### src/rtl/core/byte_head_tail_capture_defines.svh
// Assertion macros shared by the byte head/tail capture RTL.
`ifndef BYTE_HEAD_TAIL_CAPTURE_DEFINES_SVH
`define BYTE_HEAD_TAIL_CAPTURE_DEFINES_SVH

// Check that cons holds in the same cycle as ante.
`define BHTC_ASSERT_NOW(label, clk, rst_n, ante, cons) \
  label: assert property (@(posedge clk) disable iff (!rst_n) (ante) |-> (cons)) \
    else $error("bhtc: same-cycle check failed");

// Check that cons holds in the cycle after ante.
`define BHTC_ASSERT_NEXT(label, clk, rst_n, ante, cons) \
  label: assert property (@(posedge clk) disable iff (!rst_n) (ante) |=> (cons)) \
    else $error("bhtc: next-cycle check failed");

`endif

### src/rtl/core/bhtc_pkg.sv
// Shared types and constants of the byte head/tail capture block.
`timescale 1ns / 1ps
`default_nettype none

package bhtc_pkg;

  // Field widths
  localparam int OPC_W  = 2;
  localparam int BYTE_W = 8;
  localparam int CNT_W  = 32;
  localparam int TL_W   = 13;
  localparam int KIND_W = 2;

  // Opcodes
  localparam logic [OPC_W-1:0] OP_DATA   = 2'd0;
  localparam logic [OPC_W-1:0] OP_FINISH = 2'd1;
  localparam logic [OPC_W-1:0] OP_FETCH  = 2'd2;

  // Result kinds
  localparam logic [KIND_W-1:0] KIND_HEAD    = 2'd0;
  localparam logic [KIND_W-1:0] KIND_SUMMARY = 2'd1;
  localparam logic [KIND_W-1:0] KIND_TAIL    = 2'd2;
  localparam logic [KIND_W-1:0] KIND_EMPTY   = 2'd3;

  localparam logic [BYTE_W-1:0] NEWLINE = 8'h0A;

  // Configuration registers
  localparam int CFG_IDX_W  = 1;
  localparam int CFG_DATA_W = 32;
  localparam logic [CFG_IDX_W-1:0] CFG_HEAD_LIMIT = 1'b0;
  localparam logic [CFG_IDX_W-1:0] CFG_TAIL_LIMIT = 1'b1;
  localparam logic [CNT_W-1:0] HEAD_LIMIT_RESET = 32'd10;
  localparam logic [TL_W-1:0]  TAIL_LIMIT_RESET = 13'd10;

  // Output queue
  localparam int FIFO_DEPTH = 4;
  localparam int FIFO_AW    = 2;
  localparam int FIFO_CW    = 3;

  // Remainder unit lanes
  localparam int MOD_LANES  = 3;
  localparam int LANE_WP    = 0;
  localparam int LANE_FILL  = 1;
  localparam int LANE_DRAIN = 2;

  typedef struct packed {
    logic [KIND_W-1:0] result_kind;
    logic [BYTE_W-1:0] out_byte;
    logic              omission;
    logic [CNT_W-1:0]  omitted_count;
    logic [TL_W-1:0]   tail_length;
    logic              add_newline;
    logic              last_tail;
  } result_t;

  typedef struct packed {
    logic busy;
    logic done;
  } mod_stat_t;

  typedef struct packed {
    logic busy;
    logic pend;
  } core_stat_t;

endpackage

`default_nettype wire

### src/rtl/core/bhtc_if.sv
// Input and result channel interfaces of the byte head/tail capture block.
`timescale 1ns / 1ps
`default_nettype none


interface bhtc_out_if;
  logic                         valid;
  logic                         ready;
  logic [bhtc_pkg::KIND_W-1:0]  result_kind;
  logic [bhtc_pkg::BYTE_W-1:0]  out_byte;
  logic                         omission;
  logic [bhtc_pkg::CNT_W-1:0]   omitted_count;
  logic [bhtc_pkg::TL_W-1:0]    tail_length;
  logic                         add_newline;
  logic                         last_tail;

  modport source (output valid, result_kind, out_byte, omission, omitted_count,
                  tail_length, add_newline, last_tail, input ready);
  modport sink   (input valid, result_kind, out_byte, omission, omitted_count,
                  tail_length, add_newline, last_tail, output ready);
endinterface

`default_nettype wire

### src/rtl/core/bhtc_out_fifo.sv
// Four-entry result queue that drives the result channel.
`timescale 1ns / 1ps
`default_nettype none
`include "byte_head_tail_capture_defines.svh"

module bhtc_out_fifo (
  input  logic                            clk,
  input  logic                            rst_n,
  input  logic                            push,
  input  bhtc_pkg::result_t               push_data,
  bhtc_out_if.source                      out_ch,
  output logic [bhtc_pkg::FIFO_CW-1:0]    level
);

  localparam int AW = bhtc_pkg::FIFO_AW;
  localparam int CW = bhtc_pkg::FIFO_CW;

  bhtc_pkg::result_t mem_r [bhtc_pkg::FIFO_DEPTH];
  logic [AW-1:0] wr_ptr_r, rd_ptr_r;
  logic [CW-1:0] count_r, count_nxt;
  logic          pop;
  bhtc_pkg::result_t head;

  assign pop  = out_ch.valid && out_ch.ready;
  assign head = mem_r[rd_ptr_r];

  // Track occupancy
  always_comb begin
    count_nxt = count_r;
    if (push && !pop) begin
      count_nxt = count_r + CW'(1);
    end else if (!push && pop) begin
      count_nxt = count_r - CW'(1);
    end
  end

  // Pointers and count
  always_ff @(posedge clk) begin
    if (!rst_n) begin
      wr_ptr_r <= '0;
      rd_ptr_r <= '0;
      count_r  <= '0;
    end else begin
      if (push) begin
        wr_ptr_r <= wr_ptr_r + AW'(1);
      end
      if (pop) begin
        rd_ptr_r <= rd_ptr_r + AW'(1);
      end
      count_r <= count_nxt;
    end
  end

  // Entry storage
  always_ff @(posedge clk) begin
    if (push) begin
      mem_r[wr_ptr_r] <= push_data;
    end
  end

  // Drive the oldest entry
  assign out_ch.valid         = (count_r != '0);
  assign out_ch.result_kind   = head.result_kind;
  assign out_ch.out_byte      = head.out_byte;
  assign out_ch.omission      = head.omission;
  assign out_ch.omitted_count = head.omitted_count;
  assign out_ch.tail_length   = head.tail_length;
  assign out_ch.add_newline   = head.add_newline;
  assign out_ch.last_tail     = head.last_tail;
  assign level                = count_r;

  `BHTC_ASSERT_NOW(a_no_overflow, clk, rst_n, push,
                   count_r != CW'(bhtc_pkg::FIFO_DEPTH))

endmodule

`default_nettype wire
### src/flat_wrapper.sv
// flat-port wrapper written by rule: the top's interface ports become plain ports
module bhtc_out_fifo_flat 
  (clk, rst_n, push, push_data, level, out_ch_valid, out_ch_result_kind, out_ch_out_byte, out_ch_omission, out_ch_omitted_count, out_ch_tail_length, out_ch_add_newline, out_ch_last_tail, out_ch_ready);
  bhtc_out_if out_ch_i ();
  input  logic clk;
  input  logic rst_n;
  input  logic push;
  input  bhtc_pkg::result_t push_data;
  output logic [bhtc_pkg::FIFO_CW-1:0] level;
  output wire logic [$bits(out_ch_i.valid)-1:0] out_ch_valid;
  output wire logic [$bits(out_ch_i.result_kind)-1:0] out_ch_result_kind;
  output wire logic [$bits(out_ch_i.out_byte)-1:0] out_ch_out_byte;
  output wire logic [$bits(out_ch_i.omission)-1:0] out_ch_omission;
  output wire logic [$bits(out_ch_i.omitted_count)-1:0] out_ch_omitted_count;
  output wire logic [$bits(out_ch_i.tail_length)-1:0] out_ch_tail_length;
  output wire logic [$bits(out_ch_i.add_newline)-1:0] out_ch_add_newline;
  output wire logic [$bits(out_ch_i.last_tail)-1:0] out_ch_last_tail;
  input wire logic [$bits(out_ch_i.ready)-1:0] out_ch_ready;
  assign out_ch_valid = out_ch_i.valid;
  assign out_ch_result_kind = out_ch_i.result_kind;
  assign out_ch_out_byte = out_ch_i.out_byte;
  assign out_ch_omission = out_ch_i.omission;
  assign out_ch_omitted_count = out_ch_i.omitted_count;
  assign out_ch_tail_length = out_ch_i.tail_length;
  assign out_ch_add_newline = out_ch_i.add_newline;
  assign out_ch_last_tail = out_ch_i.last_tail;
  assign out_ch_i.ready = out_ch_ready;
  bhtc_out_fifo u_core (.clk(clk), .rst_n(rst_n), .push(push), .push_data(push_data), .out_ch(out_ch_i), .level(level));
endmodule
### config.mk
export PLATFORM = sky130hd
export DESIGN_NAME = bhtc_out_fifo_flat
export DESIGN_NICKNAME = d
export VERILOG_FILES = /design/src/rtl/core/bhtc_pkg.sv /design/src/rtl/core/bhtc_if.sv /design/src/rtl/core/bhtc_out_fifo.sv /design/src/flat_wrapper.sv
export VERILOG_INCLUDE_DIRS = /design/src /design/src/rtl/core
export SDC_FILE = /design/constraint.sdc
export NUM_CORES = 1
export LEC_CHECK = 0
export BUFFER_PORTS_ARGS = -buffer_cell sky130_fd_sc_hd__clkbuf_2
export CAP_MARGIN = 20
export CORE_MARGIN = 2
export CORE_UTILIZATION = 26
export DETAILED_ROUTE_END_ITERATION = 12
export PLACE_DENSITY = 0.46
export SKIP_CTS_REPAIR_TIMING = 1
export SYNTH_ARGS = -nofsm -noshare
export SYNTH_HDL_FRONTEND = slang
export SYNTH_SLANG_ARGS = --single-unit
### constraint.sdc
create_clock -name clk -period 2.45 [get_ports clk]
set_input_delay 0.1225 -clock clk [delete_from_list [all_inputs] [get_ports clk]]
set_output_delay 0.1225 -clock clk [all_outputs]
set_load 0.1 [all_outputs]
---- Word-level counts from Yosys, hierarchy flattened ----
Memories as Yosys holds them, arrays and structs flattened. A register that Yosys moved wholly into a read port is not among the register bits.
Cells that the tools add are included.
storage, ports and cells
  bits of input ports ..................... 62
  word-level logic and storage cells ...... 21
  memories kept ........................... 1
  RAM bits ................................ 232
  bits in registers ....................... 7
cells by class
  mux-type cells .......................... 6
  reductions and logical operators ........ 7
  $add $sub $neg .......................... 4
memories
  name          depth  width  read ports  clocked after Yosys merged registers in  wr ports  RTL line             text
  u_core.mem_r  4      58     1           1                                        1         bhtc_out_fifo.sv:18  bhtc_pkg::result_t mem_r [bhtc_pkg::FIFO_DEPTH];
operator list
  operator               number
  $mux W3                2
  $add A2 B1 Y2 const B  2
  $mux W2                2
  $add A3 B1 Y3 const B  1
  $logic_and A1 B1 Y1    3
  $reduce_bool A3 Y1     1
  $sub A3 B1 Y3 const B  1
  $logic_not A1 Y1       2
  $mux W1                2
  $reduce_bool A2 Y1     1

---- Depth between registers and ports, before layout ----
Gate-level depths: netlist (run 1).
  depth after elaboration ................. 5
  mapped depth ............................ 7

---- Least setup slack after synthesis (run 1) ----
OpenSTA, ideal clock, no wires.
  kind .................................... register to register
  from .................................... register u_core.count_r[0], in the netlist u_core.level[0]
  to ...................................... register u_core.count_r[2], in the netlist u_core.level[2]
  arrival time ............................ 2,423 ps
  stages on the path, launching flop included .. 8
  setup slack ............................. -48 ps
  path buffers ............................ 0
  setup time .............................. 76 ps
  cell sequence ........................... dfxtp_1 > o31ai_1 > ha_1 > inv_1 > fa_1 > xor2_1 > or3_1 > a21boi_0
between the ends
  longest elaborated chain between the ends .. 5
  elaborated cells between the ends (all ways) .. 10
ends and longest elaborated chain
  what                                                   RTL line             text
  from (decl)                                            bhtc_out_fifo.sv:20  logic [CW-1:0] count_r, count_nxt;
  from (signal assigned)                                 bhtc_out_fifo.sv:50  count_r <= count_nxt;
  branches (longest 5 deep; another with $sub A3 B1 Y3)  --
Several ways; the timed one is not identified. The select of a mux whose other input is x is not followed.
A chain may end at the register's enable or synchronous reset.

==> metrics.md, run 1 <==
| Metric | Value |
|---|---|
| Synth Net Count | `413` |
| First-pass GRT wire length | `28.2 mm` |
| Clk slew on worst S/H paths | `0.06 ns` |
| Clock root cell | `clkbuf_16` |
| Final Hold Viols | `0` |
| Sequential area share after synthesis | `0.808` |
| Worst Max-Slew Pin Slew | `~0.63 ns` |
| Layout Area Growth over Synthesis | `29.9%` |
| Tightest Hold Check Type | `in -> reg` |
| Die area | `35500 µm²` |
| Worst-skew pair later-pin latency | `approximately 0.53 ns` |
| Top delay family on crit path | `buffers and inverters` |
| Largest net degree at the start of global routing | `37` |
| Sw power | `between 5000 and 6000 µW` |
| Placed cell areas | `10100 µm²` |
| CP endpoint kind | `primary output` |
| 1st-iter DRT viols | `159` |
| Arrival @ worst endpoint | `2.15 ns` |
| Final WL | `18.5 mm` |
| Startpoint types | `flip-flop` |
| Routed len/inst | `between 15 and 20 µm` |
| Pwr Density | `1210 nW/µm²` |
| Fin area | `11500 µm²` |
| Unique masters post-synth | `21` |
| GP Congestion | `0.673` |
| Pins Over Slew Limit | `0` |
| Unrepaired setup endpoints after global routing | `no` |
| Vias per cell | `between 4 and 5` |
| Via Count | `4273` |
| Total GRT Usage | `0.105` |
| Slew headroom | `0.577` |
| Net Sw Frac | `0.408` |
| I/O Pins | `124` |
| Clk_skew | `around 0.018 ns` |
| Crit-path cells | `buf_4 > mux4_2 > clkbuf_2` |
| Register bit total from synthesis | `241` |
| Vias in the first global route | `4627` |
| Dpl hpwl | `~11 mm` |
| Share of layout cells above drive strength 1 | `0.412` |
| H-tree lvl count | `1` |
| Mapped cell area | `8840 µm²` |
| CTS tree | `yes` |
| Initial antenna violation count | `2` |
| Detail Route Antenna Nets | `0` |
| Port Buf Inserts | `123` |
| Yosys warns | `0` |
| Worst path slowest cell | `dfxtp_4` |
| Final Cycle Share | `0.927` |
| Total CTS buffers | `27` |
| Starting Density | `0.264` |
| Site Rows | `67` |
| Post-layout min period | `2.27 ns` |
| Clock buffer depth | `3` |
| Pleak | `0.00388 µW` |
| DRC errors left | `0` |
| Die Height | `188 µm` |
| Count of final setup violators | `0` |
| Post-route setup slack | `0.180 ns` |
| Power share of the clock group | `0.270` |
| CP bufs+invs | `2` |
| Cells after synthesis | `345` |
| Nets | `approximately 630` |
| VDD IR-drop max | `0.00128 V` |
| Worst slack, placed | `0.259 ns` |
| Sequential Power Share | `0.353` |
| CTS sink count | `241` |
| GR Overflow Total | `0` |
| Pre-antenna DRT Iters | `4` |
| Setup CP Type | `reg -> out` |
| Fillers | `~3200` |
| Slowest Stage Delay on Critical Path | `~0.57 ns` |
| Avg Cell Area, Syn | `25.6 µm²` |
| Combinational Power Share | `0.377` |
| Die Wd | `around 190 µm` |
| Internal | `8200 µW` |
| Core ar. | `between 30000 and 40000 µm²` |
| Status | `complete, no violations` |
| Fmax | `around 0.44 GHz` |
| Worst path required time | `2.33 ns` |
| Max-cap viol count | `0` |
| Worst Path Max Fanout | `19` |
[path summary, 6_finish.rpt]
| check | startpoint | end | slack [ns] | depth (start not counted) |
|---|---|---|---|---|
| max | flip-flop | out_ch_omitted_count[27] | 0.18 | 3 |
| min | out_ch_ready | flip-flop | 0.07 | 4 |
| max reg2reg | u_core.level[2] | u_core.level[2] | 0.22 | 7 |
| min reg2reg | u_core.rd_ptr_r[1] | flip-flop | 0.58 | 2 |
[cells in the mapped netlist (all sizes together)]
cell,n,area (µm²)
dfxtp,9,180
and2,9,56.3
xor2,2,17.5
or3,2,12.5
inv,3,11.3
buf,13,120
o21ai,1,5.00
mux4,58,1310
a21boi,1,7.51
fa,1,20.0
ha,5,62.6
edfxtp,232,6970
o311ai,1,8.76
nor2b,2,12.5
mux2i,2,20.0
xnor2,3,26.3
o31ai,1,7.51
[worst register-to-register path, stage by stage, from the launching register on]
cell      delay (ns)
dfxtp_1         0.36
o31ai_1         0.41
ha_1            0.26
inv_1           0.06
fa_1            0.37
xor2_1          0.19
or3_1           0.30
a21boi_0        0.20
[state kept, by name (all words and copies together), names as in the netlist, named ones only]
name and count:
u_core.level 3, u_core.wr_ptr_r 2, u_core.mem_r 232, u_core.rd_ptr_r 2
[layer usage]
metal / part of all wire / GRT usage
met1: 0.43 / 0.132
met5: 0.00059 / 0
met3: 0.053 / 0.0287
met2: 0.49 / 0.180
met4: 0.023 / 0.0297
[power groups by stage]
stage / clock network [µW] / registers, µW / logic, µW
2_1_floorplan: 0 / 5030 / 4380
3_3_place_gp: 0 / 5010 / 5110
3_5_place_dp: 0 / 5030 / 5150
4_1_cts: 3880 / 4950 / 5160
5_1_grt: 4030 / 4920 / 5430
6_report: 3740 / 4890 / 5210
[stage by stage]
| step | setup TNS (ns) | hold WS [ns] | total power (µW) | utilization | std cells |
|---|---|---|---|---|---|
| after floorplan | 0 | 0.221 | 9410 | - | 345 |
| after global placement | 0 | 0.336 | 10100 | 0.300 | 915 |
| after detailed placement | 0 | 0.343 | 10200 | 0.300 | 915 |
| after CTS | -1.01 | -0.222 | 14000 | 0.324 | 962 |
| after global routing | 0 | 0.0864 | 14400 | 0.342 | 1024 |
| final | 0 | 0.0716 | 13800 | 0.342 | 1024 |
[kinds of logic after synthesis]
logic type	after synthesis	synth area share
AO/OA/AOI/OAI	4	0.00326
XOR/XNOR	5	0.00495
adder cells (fa/ha/maj)	6	0.00934
buffers and inverters	16	0.0149
flip-flops	241	0.808
multiplexers	60	0.150
AND/OR/NAND/NOR	13	0.00920
[layout make-up]
| cell class | count | area, µm² | share of cell area |
|---|---|---|---|
| multi-input combinational | 88 | 1570 | 0.137 |
| timing repair buffer | 196 | 1360 | 0.119 |
| tap | 448 | 561 | 0.0488 |
| clock inverter | 12 | 110 | 0.00959 |
| inverter | 3 | 11.3 | 0.000981 |
| clock buffer | 35 | 706 | 0.0615 |
| sequential | 241 | 7160 | 0.623 |
| antenna | 1 | 2.50 | 0.000218 |
[placed cells by master, fill, tap and decap left out, types with 2 or more instances in the layout]
cell type and n:
and2_1 5, and2_4 4, buf_12 4, buf_2 21, buf_4 10, bufinv_16 2
clkbuf_1 8, clkbuf_16 27, clkbuf_2 102, clkinv_1 5, clkinv_2 4, dfxtp_1 5
dfxtp_2 2, dfxtp_4 2, dlygate4sd3_1 59, edfxtp_1 232, ha_1 5, inv_1 3
mux2i_1 2, mux4_2 58, nor2b_1 2, or3_1 2, xnor2_1 3, xor2_1 2
Note: power is estimated with default switching activity, not from simulation.
==> inputs of run 2 (changes only) <==
--- a/config.mk
+++ b/config.mk
@@ -6,6 +6,7 @@
 export SDC_FILE = /design/constraint.sdc
 export NUM_CORES = 1
 export LEC_CHECK = 0
+export ABC_AREA = 1
 export BUFFER_PORTS_ARGS = -buffer_cell sky130_fd_sc_hd__clkbuf_2
 export CAP_MARGIN = 20
 export CORE_MARGIN = 2
@@ -13,6 +14,7 @@
 export DETAILED_ROUTE_END_ITERATION = 12
 export PLACE_DENSITY = 0.46
 export SKIP_CTS_REPAIR_TIMING = 1
+export SLEW_MARGIN = 20
 export SYNTH_ARGS = -nofsm -noshare
 export SYNTH_HDL_FRONTEND = slang
 export SYNTH_SLANG_ARGS = --single-unit
==> metrics.md, run 2 <==
| Metric | Value |
|---|---|
| Worst Path Max Fanout | `55` |
| Worst path slowest cell | `dfxtp_4` |
| Via Count | `5605` |
| Share of layout cells above drive strength 1 | `0.230` |
| Final WL | `21.8 mm` |
| Commonest non-fill, non-tap cell in the layout | `edfxtp_1` |
| Worst slack, placed | `between 0.5 and 0.6 ns` |
| GP Congestion | `0.711` |
| First-pass GRT wire length | `32.5 mm` |
| Fin area | `between 10000 and 15000 µm²` |
| Metal1 wirelength | `around 10 mm` |
| Pre-antenna DRT Iters | `4` |
| Final Hold Viols | `0` |
| 1st-iter DRT viols | `337` |
| Die Height | `191 µm` |
| Commonest cells after routing, fill and taps aside | `232 x edfxtp_1, 114 x o21ai_0, 111 x nor2_1` |
| Metal2 WL | `around 10 mm` |
| Synth Net Count | `692` |
| Layout Area Growth over Synthesis | `36.8%` |
| Initial antenna violation count | `1` |
| Dominant synthesized flop cell | `edfxtp_1` |
| Placed cell areas | `between 10000 and 15000 µm²` |
| Worst Max-Slew Pin Slew | `~0.54 ns` |
| Pleak | `0.00438 µW` |
| Largest net degree at the start of global routing | `117` |
| Register bit total from synthesis | `241` |
| Clock buffer depth | `3` |
| I/O Pins | `124` |
| Arrival @ worst endpoint | `2.15 ns` |
| Vias in the first global route | `5353` |
| Dpl hpwl | `around 13 mm` |
| VDD IR-drop max | `0.000745 V` |
| Unique masters post-synth | `23` |
| Post-layout util | `0.361` |
| Worst path required time | `between 2 and 2.5 ns` |
| Post-synth top area cell | `edfxtp_1` |
| CTS tree | `yes` |
| CTS sink count | `241` |
| Site Rows | `a little under 70` |
| Port Buf Inserts | `123` |
| Total GRT Usage | `0.118` |
| H-tree lvl count | `1` |
| Slew headroom | `0.640` |
| Avg Cell Area, Syn | `14.6 µm²` |
| Most common cell in the synthesized netlist | `edfxtp_1` |
| Sequential area share after synthesis | `0.784` |
| Max reg flops | `around 230` |
| DR top layer | `met4` |
| CP bufs+invs | `3` |
| Cells after synthesis | `roughly 620` |
| Top post-synthesis cells by area | `edfxtp_1 76%, o21ai_0 6.3%, nor2_1 4.6%` |
| Max-cap viol count | `0` |
| Most flop-heavy register | `u_core.mem_r` |
| Most used cell, CP | `buf_12` |
| Clock root cell | `clkbuf_16` |
| Routed len/inst | `17.0 µm` |
| Post-route setup slack | `0.180 ns` |
| Yosys warns | `0` |
| Async set-or-reset flop fraction in the synthesized netlist | `0` |
| Status | `complete, no violations` |
| Count of final setup violators | `0` |
| Top delay family on crit path | `buffers and inverters` |
| Final Cycle Share | `0.926` |
| CP endpoint kind | `primary output` |
| Core ar. | `34500 µm²` |
| Fmax | `approximately 0.44 GHz` |
| Die Wd | `191 µm` |
| Clk_skew | `0.00831 ns` |
| Top cell type's share of synthesized area | `0.765` |
| Detail Route Antenna Nets | `0` |
| Slowest Stage Delay on Critical Path | `0.36 ns` |
| Setup CP Type | `reg -> out` |
| Crit-path cells | `inv_6 > buf_12 > o21ai_0 > o22ai_1 > buf_12` |
| Tightest Hold Check Type | `in -> reg` |
| Pwr Density | `1120 nW/µm²` |
| Starting Density | `0.264` |
| Met3 Routed Length | `between 1 and 1.5 mm` |
| DRC errors left | `0` |
| Nets | `slightly below 900` |
| Pins Over Slew Limit | `0` |
| Top cells by count, synth | `232 x edfxtp_1, 114 x o21ai_0, 111 x nor2_1` |
| Total CTS buffers | `25` |
| Worst-skew pair later-pin latency | `0.51 ns` |
| Post-synth EDFFs | `232` |
| Startpoint types | `flip-flop` |
| Vias per cell | `4.37` |
| Clk slew on worst S/H paths | `roughly 0.060 ns` |
| GR Overflow Total | `0` |
| Die area | `36600 µm²` |
| Mapped cell area | `about 9100 µm²` |
| Post-layout min period | `2.27 ns` |
## run 2: cell count changes after synthesis, sizes merged, moves of 3 or more
cell    previous run  this run
mux4              58         0
buf               13        21
o21ai              1       120
inv                3        17
nor2               0       121
nand2              0        15
o22ai              0        58
and2               9         0
xnor2              3         0
clkbuf             0        16
a21oi              0         6
nand3              0         3
## run 2: per-stage QoR
stage	TNS (ns)	cells	power, µW	hold slack (ns)
after floorplan	0	624	8570	0.221
after global placement	0	1181	10600	0.345
after detailed placement	0	1181	10600	0.341
after global routing	-0.000550	1283	14400	0.382
final	0	1283	13900	0.380
after CTS	0	1221	14000	-0.193
## run 2: power breakdown
part	internal [µW]	switching, µW	total, µW
clock	1950	1440	3400
combinational	1730	3980	5710
sequential	4730	66.2	4800
## run 2: worst reg2reg max path, delay by kind of cell (launching register included)
family                     cells  cell delay, ns
DFF                            1            0.34
and+or+nand+nor                8            0.62
adders and majority gates      2            0.55
buffers and inverters          2            0.13
## run 2: final cells by class
class	count	area, µm²
fillers	3348	22100
well taps	455	569
diodes	1	2.50
clock inverters	10	71.3
inverters	17	73.8
multi-input cells	329	1630
flip-flops and latches	241	7160
repair buffers	200	2320
clock buffers	30	644
## run 2: layer usage
metal | global-route usage | vias to the layer above
met5 | 0 | -
met4 | 0.0272 | 0
met3 | 0.0310 | 34
met2 | 0.190 | 150
met1 | 0.159 | 2705
li1 | - | 2716
## run 2: final timing paths
check / startpoint / end / slack [ns] / cells after the start
setup / recovery: flip-flop / out_ch_omitted_count[10] / 0.18 / 5
hold / removal: push_data[48] / u_core.mem_r[3][48] / 0.38 / 2
setup reg to reg: u_core.level[1] / u_core.level[2] / 0.70 / 12
hold reg to reg: u_core.rd_ptr_r[0] / u_core.rd_ptr_r[0] / 0.51 / 2
## run 2: cells by family after synthesis
| family | Yosys count | share of synthesized area |
|---|---|---|
| buffers and inverters | 54 | 0.0372 |
| AOI/OAI and AO/OA | 184 | 0.109 |
| and+or+nand+nor | 139 | 0.0604 |
| DFF | 241 | 0.784 |
| adders and majority gates | 6 | 0.00906 |
==> inputs of run 3 (changes only) <==
--- a/config.mk
+++ b/config.mk
@@ -11,6 +11,7 @@
 export CAP_MARGIN = 20
 export CORE_MARGIN = 2
 export CORE_UTILIZATION = 26
+export CTS_BUF_LIST = sky130_fd_sc_hd__clkbuf_16
 export DETAILED_ROUTE_END_ITERATION = 12
 export PLACE_DENSITY = 0.46
 export SKIP_CTS_REPAIR_TIMING = 1
==> metrics.md, run 3 (synthesized netlist as in run 2, its figures left out) <==
| Metric | Value |
|---|---|
| Status | `complete, no violations` |
| Detail Route Antenna Nets | `0` |
| Post-route setup slack | `0.182 ns` |
| Met3 Routed Length | `~1.4 mm` |
| Worst reg-to-reg setup slack | `0.70 ns` |
| H-tree lvl count | `1` |
| Net Sw Frac | `0.395` |
| Startpoint types | `flip-flop` |
| Post-layout min period | `2.27 ns` |
| Dpl hpwl | `13.0 mm` |
| Clk slew on worst S/H paths | `0.06 ns` |
| Max-cap viol count | `0` |
| Nets | `a little under 900` |
| Sw power | `5490 µW` |
| DR top layer | `met4` |
| Die area | `36600 µm²` |
| Total CTS buffers | `25` |
| Count of final setup violators | `0` |
| Site Rows | `slightly below 70` |
| Via Count | `5612` |
| Combinational Power Share | `0.411` |
| Slew headroom | `0.640` |
| I/O Pins | `124` |
| Final Hold Viols | `0` |
| Fin area | `12500 µm²` |
| Routed len/inst | `17.1 µm` |
| Clock buffer depth | `3` |
| DRC errors left | `0` |
| Die Wd | `191 µm` |
| CP endpoint kind | `primary output` |
| Commonest cells after routing, fill and taps aside | `232 x edfxtp_1, 114 x o21ai_0, 111 x nor2_1` |
| Max reg flops | `between 200 and 250` |
| Pwr Density | `between 1000 and 1500 nW/µm²` |
| Setup CP Type | `reg -> out` |
| Core ar. | `34500 µm²` |
| Metal2 WL | `approximately 10 mm` |
| First-pass GRT wire length | `32.5 mm` |
| Placed cell areas | `11100 µm²` |
| Metal1 wirelength | `between 9 and 10 mm` |
| Worst path required time | `2.33 ns` |
| Sequential Power Share | `0.346` |
| R2R cell count | `12` |
| Most flop-heavy register | `u_core.mem_r` |
| Initial antenna violation count | `1` |
| Worst Max-Slew Pin Slew | `roughly 0.54 ns` |
| Final Cycle Share | `0.926` |
| Tightest Hold Check Type | `in -> reg` |
| Pleak | `0.00440 µW` |
| Total GRT Usage | `0.118` |
| Fmax | `around 0.44 GHz` |
| Vias per cell | `~4.4` |
| VDD IR-drop max | `around 0.00074 V` |
| Pre-antenna DRT Iters | `4` |
| Internal | `between 8000 and 9000 µW` |
| Pins Over Slew Limit | `0` |
| Worst-skew pair later-pin latency | `0.51 ns` |
| Starting Density | `0.264` |
| Hold_ws | `roughly 0.38 ns` |
| Power share of the clock group | `0.243` |
| Hold Path Depth | `2` |
| Commonest non-fill, non-tap cell in the layout | `edfxtp_1` |
| Arrival @ worst endpoint | `2.15 ns` |
| Share of layout cells above drive strength 1 | `0.230` |
| Critical R2R Launch | `u_core.level[1]` |
| Port Buf Inserts | `approximately 120` |
| Worst slack, placed | `between 0.5 and 0.6 ns` |
| Pwr Total | `13900 µW` |
| Largest net degree at the start of global routing | `117` |
| GP Congestion | `0.711` |
| Die Height | `about 190 µm` |
| Final WL | `about 22 mm` |
| GR Overflow Total | `0` |
| Clock root cell | `clkbuf_16` |
| Hold endpoint | `u_core.mem_r[3][48]` |
| CTS tree | `yes` |
| CTS sink count | `241` |
| Layout Area Growth over Synthesis | `36.8%` |
| Worst Path Max Fanout | `between 50 and 60` |
| Min-delay src | `push_data[48]` |
| Fillers | `3348` |
| 1st-iter DRT viols | `337` |
| R2R Path End | `u_core.level[2]` |
| Clk_skew | `0.00870 ns` |
| Vias in the first global route | `between 5000 and 6000` |
[run 3: cell types whose count changed in the layout (fill, tap and decap cells not counted), sizes merged]
cell    delta
inv        +5
clkbuf     -5
[run 3: per-layer routing]
layer,vias to the layer above,track usage
met5,-,0
li1,2714,-
met1,2718,0.159
met2,146,0.190
met4,0,0.0272
met3,34,0.0310
[run 3: area by class of cell]
class                           count  area [µm²]  share of cell area
Antenna cell                        1        2.50            0.000201
Tap cell                          455         569              0.0457
Clock buffer                       25         626              0.0502
Timing Repair Buffer              200        2320               0.186
Sequential cell                   241        7160               0.574
Clock inverter                     15        90.1             0.00723
Multi-Input combinational cell    329        1630               0.131
Inverter                           17        73.8             0.00592
[run 3: critical path, stage by stage (launching register included)]
cell and delay (ns):
dfxtp_4 0.36, inv_6 0.32, buf_12 0.25, o21ai_0 0.10, o22ai_1 0.35, buf_12 0.23
[run 3: how the worst max path moves through the flow]
stage,slack [ns],startpoint,to,cells after the start
detailed placement,0.56,flip-flop,out_ch_last_tail,4
finish,0.18,flip-flop,out_ch_omitted_count[10],5
global placement,0.57,flip-flop,out_ch_omitted_count[9],4
floorplan,0.03,u_core.level[0],u_core.level[1],8
global route,-0.0005,flip-flop,out_ch_out_byte[5],5
CTS,0.02,flip-flop,out_ch_last_tail,4
[run 3: power groups by stage]
| stage | Clock [µW] | Sequential, µW | Combinational, µW |
|---|---|---|---|
| CTS | 3480 | 4800 | 5710 |
| finish | 3380 | 4800 | 5710 |
| global route | 3610 | 4820 | 5970 |
| detailed placement | 0 | 4890 | 5700 |
| global placement | 0 | 4880 | 5700 |
| floorplan | 0 | 5010 | 3560 |
[run 3: stage by stage]
| step | cells | TNS [ns] | utilization |
|---|---|---|---|
| after floorplan | 624 | 0 | - |
| after global placement | 1181 | 0 | 0.322 |
| after detailed placement | 1181 | 0 | 0.322 |
| after CTS | 1221 | 0 | 0.343 |
| after global routing | 1283 | -0.000550 | 0.361 |
| final | 1283 | 0 | 0.361 |
